--- src/rtl/csal_pkg.sv ---
package csal_pkg;

	localparam int unsigned NUM_STEPS = 5;
	localparam logic [2:0] MAX_STEP = 3'd4;
	localparam int unsigned DIV_W = 28;
	localparam logic [17:0] LUX_MAX = 18'h3FFFF;
	localparam logic [27:0] CT_SAT = 28'hFFFFFFF;
	localparam logic [34:0] K_RED = 35'd8913;
	localparam logic [34:0] K_BLUE = 35'd29098;
	localparam logic [42:0] K_LUX = 43'd310;
	localparam logic [27:0] K_CT = 28'd3810;
	localparam logic [27:0] CT_OFFSET = 28'd1391;
	localparam logic [7:0] ATIME_LONG = 8'h00;
	localparam logic [7:0] ATIME_SHORT = 8'hC0;

	typedef struct packed {
		logic [15:0] red_count;
		logic [15:0] green_count;
		logic [15:0] blue_count;
		logic [15:0] clear_count;
	} csal_in_t;

	typedef struct packed {
		logic [2:0]  range_index;
		logic [5:0]  gain_times;
		logic [7:0]  integration_code;
		logic        reading_used;
		logic        saturated;
		logic [15:0] ir_estimate;
		logic [15:0] red_comp;
		logic [15:0] green_comp;
		logic [15:0] blue_comp;
		logic [15:0] clear_comp;
		logic [17:0] lux_value;
		logic [27:0] color_temp;
	} csal_out_t;

	typedef struct packed {
		logic             start;
		logic [DIV_W-1:0] dividend;
		logic [15:0]      divisor;
	} csal_div_req_t;

	function automatic logic [5:0] step_gain(input logic [2:0] s);
		unique case (s)
			3'd0, 3'd1: step_gain = 6'd60;
			3'd2:       step_gain = 6'd16;
			3'd3:       step_gain = 6'd4;
			default:    step_gain = 6'd1;
		endcase
	endfunction

	function automatic logic [7:0] step_code(input logic [2:0] s);
		step_code = (s == 3'd0) ? ATIME_LONG : ATIME_SHORT;
	endfunction

	function automatic logic [15:0] step_max(input logic [2:0] s);
		unique case (s)
			3'd0:             step_max = 16'd20000;
			3'd1, 3'd2, 3'd3: step_max = 16'd63000;
			default:          step_max = 16'd0;
		endcase
	endfunction

	function automatic logic [15:0] step_min(input logic [2:0] s);
		unique case (s)
			3'd0:    step_min = 16'd0;
			3'd1:    step_min = 16'd4990;
			3'd2:    step_min = 16'd16790;
			default: step_min = 16'd15740;
		endcase
	endfunction

	// integration milliseconds times gain
	function automatic logic [15:0] step_den(input logic [2:0] s);
		unique case (s)
			3'd0:    step_den = 16'd36840;
			3'd1:    step_den = 16'd9180;
			3'd2:    step_den = 16'd2448;
			3'd3:    step_den = 16'd612;
			default: step_den = 16'd153;
		endcase
	endfunction

endpackage

--- src/rtl/csal_in_if.sv ---
interface csal_in_if import csal_pkg::*; ();
	logic     valid;
	logic     ready;
	csal_in_t data;
	modport source (output valid, output data, input ready);
	modport sink (input valid, input data, output ready);
endinterface

--- src/rtl/csal_out_if.sv ---
interface csal_out_if import csal_pkg::*; ();
	logic      valid;
	logic      ready;
	csal_out_t data;
	modport source (output valid, output data, input ready);
	modport sink (input valid, input data, output ready);
endinterface

--- src/rtl/csal_div.sv ---
module csal_div import csal_pkg::*; (
	input  logic             clk,
	input  logic             arst_n,
	input  csal_div_req_t    req,
	output logic             done,
	output logic [DIV_W-1:0] quotient
);
	logic [DIV_W-1:0] dq_q;
	logic [15:0]      rem_q;
	logic [15:0]      div_q;
	logic [4:0]       cnt_q;
	logic             done_q;
	logic [16:0]      rem_sh;
	logic             ge;
	logic [16:0]      rem_nx;

	assign rem_sh = {rem_q, dq_q[DIV_W-1]};
	assign ge = rem_sh >= {1'b0, div_q};
	assign rem_nx = ge ? rem_sh - {1'b0, div_q} : rem_sh;

	always_ff @(posedge clk or negedge arst_n) begin
		if (!arst_n) begin
			cnt_q <= '0;
			done_q <= 1'b0;
		end else if (req.start) begin
			cnt_q <= 5'(DIV_W);
			done_q <= 1'b0;
		end else begin
			done_q <= (cnt_q == 5'd1);
			if (cnt_q != '0) cnt_q <= cnt_q - 5'd1;
		end
	end

	always_ff @(posedge clk) begin
		if (req.start) begin
			dq_q <= req.dividend;
			rem_q <= '0;
			div_q <= req.divisor;
		end else if (cnt_q != '0) begin
			dq_q <= {dq_q[DIV_W-2:0], ge};
			rem_q <= rem_nx[15:0];
		end
	end

	assign done = done_q;
	assign quotient = dq_q;
endmodule

--- src/rtl/color_sensor_autorange_lux_core.sv ---
// Color sensor auto-range, lux and color temperature core.
// in_ch carries one raw red, green, blue and clear reading per item; out_ch returns
// one result item for each input item, in order.
// A reading that moves the range step (hysteresis on the clear count) yields a
// result with reading_used low and zero values, registered in the output register.
// The reading after a step is used without a range check.
// A used reading goes through compensation and constant multiplies, then two
// passes of one shared bit-serial restoring divider (lux, then color temperature),
// each a start, a load and a bit step for each of the 28 quotient bits.
// With red_comp zero the second pass is skipped.
// in_ch is ready only while no item is being worked on, so a new item is not accepted
// until the last one has reached the output register.
// The result sits in an output register: a new item is accepted while it waits,
// and a stalled receiver only holds the finished result and the next one back.
// Reset clears the range step to 0 (dimmest), the re-read flag and out_ch valid.
module color_sensor_autorange_lux_core import csal_pkg::*; (
	input  logic    clk,
	input  logic    arst_n,
	csal_in_if.sink    in_ch,
	csal_out_if.source out_ch
);
	typedef enum logic [3:0] {
		ST_IDLE, ST_COMP, ST_MUL1, ST_MUL2, ST_LUX, ST_LUXDIV, ST_CTDIV, ST_DONE
	} state_t;

	state_t        state_q;
	logic [2:0]    step_q;
	logic          sw_q;
	logic          used_q;
	csal_in_t      in_q;
	logic [15:0]   ir_q, rc_q, gc_q, bc_q, cc_q;
	logic [34:0]   acc_q;
	logic [17:0]   lux_q;
	logic [27:0]   ct_q;
	csal_div_req_t div_req;
	logic          div_start_q;
	logic [DIV_W-1:0] div_dvd_q;
	logic [15:0]   div_dvs_q;
	logic          div_done;
	logic [DIV_W-1:0] div_quo;
	csal_out_t     out_q;
	logic          out_valid_q;

	logic          take;
	logic          go_up, go_dn;
	logic [17:0]   sum;
	logic [16:0]   exc;
	logic [15:0]   ir;
	logic [42:0]   lux_t;

	assign take = in_ch.valid && (state_q == ST_IDLE);
	assign go_up = !sw_q && step_max(step_q) != 16'd0 && in_ch.data.clear_count > step_max(step_q);
	assign go_dn = !sw_q && !go_up && step_min(step_q) != 16'd0
		&& in_ch.data.clear_count < step_min(step_q);
	assign sum = 18'(in_q.red_count) + 18'(in_q.green_count) + 18'(in_q.blue_count);
	assign exc = 17'((sum - 18'(in_q.clear_count)) >> 1);
	assign ir = (sum > 18'(in_q.clear_count)) ? exc[15:0] : 16'd0;
	assign lux_t = 43'(acc_q[33:0]) * K_LUX;
	assign div_req = '{start: div_start_q, dividend: div_dvd_q, divisor: div_dvs_q};

	csal_div u_div (
		.clk      (clk),
		.arst_n   (arst_n),
		.req      (div_req),
		.done     (div_done),
		.quotient (div_quo)
	);

	always_ff @(posedge clk or negedge arst_n) begin
		if (!arst_n) begin
			state_q <= ST_IDLE;
			step_q <= '0;
			sw_q <= 1'b0;
			out_valid_q <= 1'b0;
			div_start_q <= 1'b0;
		end else begin
			div_start_q <= (state_q == ST_LUX)
				|| (state_q == ST_LUXDIV && div_done && rc_q != 16'd0);
			if (out_valid_q && out_ch.ready && state_q != ST_DONE) out_valid_q <= 1'b0;
			unique case (state_q)
				ST_IDLE: begin
					if (take) begin
						if (go_up) begin
							step_q <= step_q + 3'd1;
							sw_q <= 1'b1;
							state_q <= ST_DONE;
						end else if (go_dn) begin
							step_q <= step_q - 3'd1;
							sw_q <= 1'b1;
							state_q <= ST_DONE;
						end else begin
							sw_q <= 1'b0;
							state_q <= ST_COMP;
						end
					end
				end
				ST_COMP: state_q <= ST_MUL1;
				ST_MUL1: state_q <= ST_MUL2;
				ST_MUL2: state_q <= ST_LUX;
				ST_LUX: state_q <= ST_LUXDIV;
				ST_LUXDIV: begin
					if (div_done) begin
						if (rc_q != 16'd0) begin
							state_q <= ST_CTDIV;
						end else begin
							state_q <= ST_DONE;
						end
					end
				end
				ST_CTDIV: if (div_done) state_q <= ST_DONE;
				ST_DONE: begin
					if (!out_valid_q || out_ch.ready) begin
						out_valid_q <= 1'b1;
						state_q <= ST_IDLE;
					end
				end
				default: state_q <= ST_IDLE;
			endcase
		end
	end

	always_ff @(posedge clk) begin
		if (take) begin
			in_q <= in_ch.data;
			used_q <= !(go_up || go_dn);
		end
		if (state_q == ST_COMP) begin
			ir_q <= ir;
			rc_q <= in_q.red_count - ir;
			gc_q <= in_q.green_count - ir;
			bc_q <= in_q.blue_count - ir;
			cc_q <= in_q.clear_count - ir;
		end
		if (state_q == ST_MUL1) acc_q <= {3'b0, gc_q, 16'h0} + 35'(rc_q) * K_RED;
		if (state_q == ST_MUL2) acc_q <= acc_q - 35'(bc_q) * K_BLUE;
		if (state_q == ST_LUX) begin
			div_dvd_q <= (acc_q[34] || acc_q == '0) ? '0 : DIV_W'(lux_t[42:16]);
			div_dvs_q <= step_den(step_q);
		end
		if (state_q == ST_LUXDIV && div_done) begin
			lux_q <= (div_quo > DIV_W'(LUX_MAX)) ? LUX_MAX : div_quo[17:0];
			div_dvd_q <= DIV_W'(28'(bc_q) * K_CT);
			div_dvs_q <= rc_q;
			ct_q <= CT_SAT;
		end
		if (state_q == ST_CTDIV && div_done) ct_q <= div_quo + CT_OFFSET;
		if (state_q == ST_DONE && (!out_valid_q || out_ch.ready)) begin
			out_q.range_index <= step_q;
			out_q.gain_times <= step_gain(step_q);
			out_q.integration_code <= step_code(step_q);
			out_q.reading_used <= used_q;
			out_q.saturated <= 1'b0;
			out_q.ir_estimate <= used_q ? ir_q : '0;
			out_q.red_comp <= used_q ? rc_q : '0;
			out_q.green_comp <= used_q ? gc_q : '0;
			out_q.blue_comp <= used_q ? bc_q : '0;
			out_q.clear_comp <= used_q ? cc_q : '0;
			out_q.lux_value <= used_q ? lux_q : '0;
			out_q.color_temp <= used_q ? ct_q : '0;
		end
	end

	assign in_ch.ready = (state_q == ST_IDLE);
	assign out_ch.valid = out_valid_q;
	assign out_ch.data = out_q;
endmodule
--- src/flat_wrapper.sv ---
// flat-port wrapper written by rule: the top's interface ports become plain ports
module color_sensor_autorange_lux_core_flat import csal_pkg::*;
  (clk, arst_n, in_ch_valid, in_ch_data, in_ch_ready, out_ch_valid, out_ch_data, out_ch_ready);
  csal_in_if in_ch_i ();
  csal_out_if out_ch_i ();
  input  logic clk;
  input  logic arst_n;
  input wire logic [$bits(in_ch_i.valid)-1:0] in_ch_valid;
  input wire logic [$bits(in_ch_i.data)-1:0] in_ch_data;
  output wire logic [$bits(in_ch_i.ready)-1:0] in_ch_ready;
  output wire logic [$bits(out_ch_i.valid)-1:0] out_ch_valid;
  output wire logic [$bits(out_ch_i.data)-1:0] out_ch_data;
  input wire logic [$bits(out_ch_i.ready)-1:0] out_ch_ready;
  assign in_ch_i.valid = in_ch_valid;
  assign in_ch_i.data = in_ch_data;
  assign in_ch_ready = in_ch_i.ready;
  assign out_ch_valid = out_ch_i.valid;
  assign out_ch_data = out_ch_i.data;
  assign out_ch_i.ready = out_ch_ready;
  color_sensor_autorange_lux_core u_core (.clk(clk), .arst_n(arst_n), .in_ch(in_ch_i), .out_ch(out_ch_i));
endmodule
--- config.mk ---
export PLATFORM = sky130hd
export DESIGN_NAME = color_sensor_autorange_lux_core_flat
export DESIGN_NICKNAME = d
export VERILOG_FILES = /design/src/rtl/csal_pkg.sv /design/src/rtl/csal_in_if.sv /design/src/rtl/csal_out_if.sv /design/src/rtl/csal_div.sv /design/src/rtl/color_sensor_autorange_lux_core.sv /design/src/flat_wrapper.sv
export SDC_FILE = /design/constraint.sdc
export NUM_CORES = 2
export LEC_CHECK = 0
export BUFFER_PORTS_ARGS = -buffer_cell sky130_fd_sc_hd__buf_2
export CORE_AREA = 2 2 260 262
export CTS_CLUSTER_DIAMETER = 60
export DETAILED_ROUTE_END_ITERATION = 12
export DIE_AREA = 0 0 262 264
export PLACE_DENSITY = 0.8
export SETUP_SLACK_MARGIN = 0.3
export SYNTH_ARGS = -nofsm -noshare
export SYNTH_HDL_FRONTEND = slang
export SYNTH_SLANG_ARGS = --single-unit
--- constraint.sdc ---
create_clock -name clk -period 8.5 [get_ports clk]
set_input_delay 0.85 -clock clk [delete_from_list [all_inputs] [get_ports clk]]
set_output_delay 0.85 -clock clk [all_outputs]
set_load 0.1 [all_outputs]
==> reports/qor.yml <==
grt_pass1_wl_um: 156000
core_um2: 66600
cpMostUsedCell: "fa_1"
timing.rr.end: "u_core.acc_q[32]"
yosys-top-cells-count: "640 x ha_1, 496 x inv_1, 448 x edfxtp_1"
synth_top_area_share_pct: 33.0
place.gp.congestion: 0.970
design_area_um2: 44400
cp.required_ps: 8920
chipHeight_um: 264
clock_latency_ps: 610
firstDrtPassIters: 5
num_io_pins: 215
syn_to_final_growth_pct: 9.00
rows: 95
ys_types: 93
grt_max_degree: 83
setup_viol: 0
tightest_slew_ps: 1180
grt.overflow.total: 0
min_period_ps: 7650
io_buffers: 206
die_area_um2: 69200
clockBufferDepth: 3
crit_arrival_ps: 8070
path_class: "reg2reg"
clk_pin_slew_ps: 60
antenna_cells: 0
via_per_inst: 5.84
slowest_stage: "edfxtp_1"
slew_viol_final: 0
drt_iter0_markers: 2073
layout.nets: 4886
cts_root_buf: "clkbuf_16"
drt-wirelength-per-cell_um: 20.7
max_stage_delay_ps: 550
maxCapViolCount: 0
reg2reg_slack_ps: 850
reg2reg_depth: 29
htree_levels: 2
post-synth-top-count-cell: "ha_1"
initial_core_util_pct: 61.3
cts_resized: 0
hold_path_class: "in2async"
place_area_um2: 42800
relSlewSlack_pct: 21.3
syn_inst: 3661
cp_max_fo: 8
via_count: 28043
synth_area_leaders: "edfxtp_1 33%, ha_1 20%, fa_1 14%"
busiest_layer: "met2"
synthFlopType: "edfxtp_1"
dp_hpwl_um: 79800
ys_seq_area_share_pct: 34.7
clock_skew_ps: 30.5
fmax_mhz: 131
ys_ff_latch: 480
rsz0062_at_grt: "no"
detail-route-antenna-nets: 0
grt_use_total_pct: 29.3
cts_tree: "done"
wirelength_um: 99300
period_share_pct: 90.0
numCtsBuffers: 50
grt_pass1_vias: 28450
die_w_um: 262
drive_gt1_share_pct: 10.3
postSynthAreaPerCell_um2: 11.1
yosysWarnings: 0
post_cts_buffers: 0
status: "finished, final reports clean"
postCtsHoldBufs: 0
startpoint_type: "register"
use_met2_pct: 47.3
fill_cells: 4976
grt_use_met1_pct: 39.5
synth_edf_count: 448
hold_viol: 0
met3_usage_pct: 4.29
critPathCaptureType: "register"
synthArstFlopShare_pct: 3.13
clock-sinks: 480
synthesis.area_um2: 40800
timing.setup.tns_ps: 0
r2r_start: "u_core.bc_q[2]"
drc: 0
antenna_found_initial: 1
yosysTopAreaCell: "edfxtp_1"
[how the worst max path moves through the flow]
stage	startpoint	end	slack, ps	depth (start not counted)
after floorplan	u_core.out_ch.valid	u_core.out_ch.data[0]	860	2
after global placement	u_core.bc_q[1]	u_core.acc_q[34]	980	29
after detailed placement	u_core.bc_q[1]	u_core.acc_q[32]	780	29
after CTS	u_core.bc_q[2]	u_core.acc_q[32]	740	29
after global routing	u_core.in_q[17]	u_core.gc_q[14]	300	32
final	u_core.bc_q[2]	u_core.acc_q[32]	850	29
[sequential cells by signal, summed over array words and instances (netlist names), 5 cells and up]
name / count
u_core.in_q: 64
u_core.u_div.div_q: 16
u_core.div_dvs_q: 16
u_core.lux_q: 18
u_core.gc_q: 16
u_core.ir_q: 16
u_core.u_div.cnt_q: 5
u_core.rc_q: 16
u_core.acc_q: 35
u_core.ct_q: 28
u_core.div_dvd_q: 28
u_core.u_div.rem_q: 16
u_core.bc_q: 16
u_core.out_ch.data: 135
u_core.u_div.quotient: 28
u_core.cc_q: 16
[per-stage QoR]
stage	worst slack (ps)	hold slack (ps)	util (%)	std cells
final	849	161	66.8	4801
after CTS	742	145	66.8	4801
after global placement	975	405	64.4	4708
after global routing	301	187	66.8	4801
after detailed placement	775	405	64.4	4708
after floorplan	861	400	-	3668
[layout make-up]
type | count | area [um^2] | area share (%)
Clock inverter | 27 | 223 | 0.501
Timing Repair Buffer | 226 | 1180 | 2.66
Sequential cell | 480 | 14200 | 31.9
Multi-Input combinational cell | 2633 | 24500 | 55.2
Tap cell | 873 | 1090 | 2.46
Inverter | 496 | 1860 | 4.19
Clock buffer | 66 | 1380 | 3.11
[metal layers]
layer,routed length (um),part of all wire [%]
met1,41100,41
met2,46900,47
met3,6610,6.7
met4,4730,4.8
met5,13,0.013
[placed cells by master (no fill, tap or decap), types with 25 or more instances in the layout]
cell | Yosys | layout
a21o_1 | 86 | 86
a21oi_1 | 160 | 160
and2_1 | 153 | 153
and3_1 | 26 | 26
buf_2 | 3 | 206
clkbuf_16 | 0 | 51
edfxtp_1 | 448 | 448
fa_1 | 291 | 291
ha_1 | 640 | 640
inv_1 | 496 | 495
nand2_1 | 181 | 181
nand3_1 | 53 | 53
nand4_1 | 25 | 25
nor2_1 | 155 | 155
nor2b_1 | 47 | 44
nor3_1 | 50 | 48
o21a_1 | 25 | 25
o21ai_0 | 139 | 139
or2_2 | 27 | 27
xnor2_1 | 128 | 128
xor2_1 | 87 | 87
[critical path: cells and delay by family, from the launching register on]
| kind | cells | cell delay, ps |
|---|---|---|
| compound gates | 8 | 1620 |
| xor+xnor | 2 | 330 |
| fa+ha+maj | 8 | 3580 |
| buf+inv | 4 | 340 |
| flops | 1 | 550 |
| simple gates | 7 | 1060 |
[cell families after synthesis]
group / share of synthesized area, %
XOR/XNOR: 4.66
buffers and inverters: 5.25
flip-flops: 34.7
AO/OA/AOI/OAI: 10.4
multiplexers: 1.01
adder cells (fa/ha/maj): 33.9
other: 0.00920
AND/OR/NAND/NOR: 9.99
Power is not shown: default switching activity piles up to over one toggle a cycle in this logic, so the estimate is an artifact.
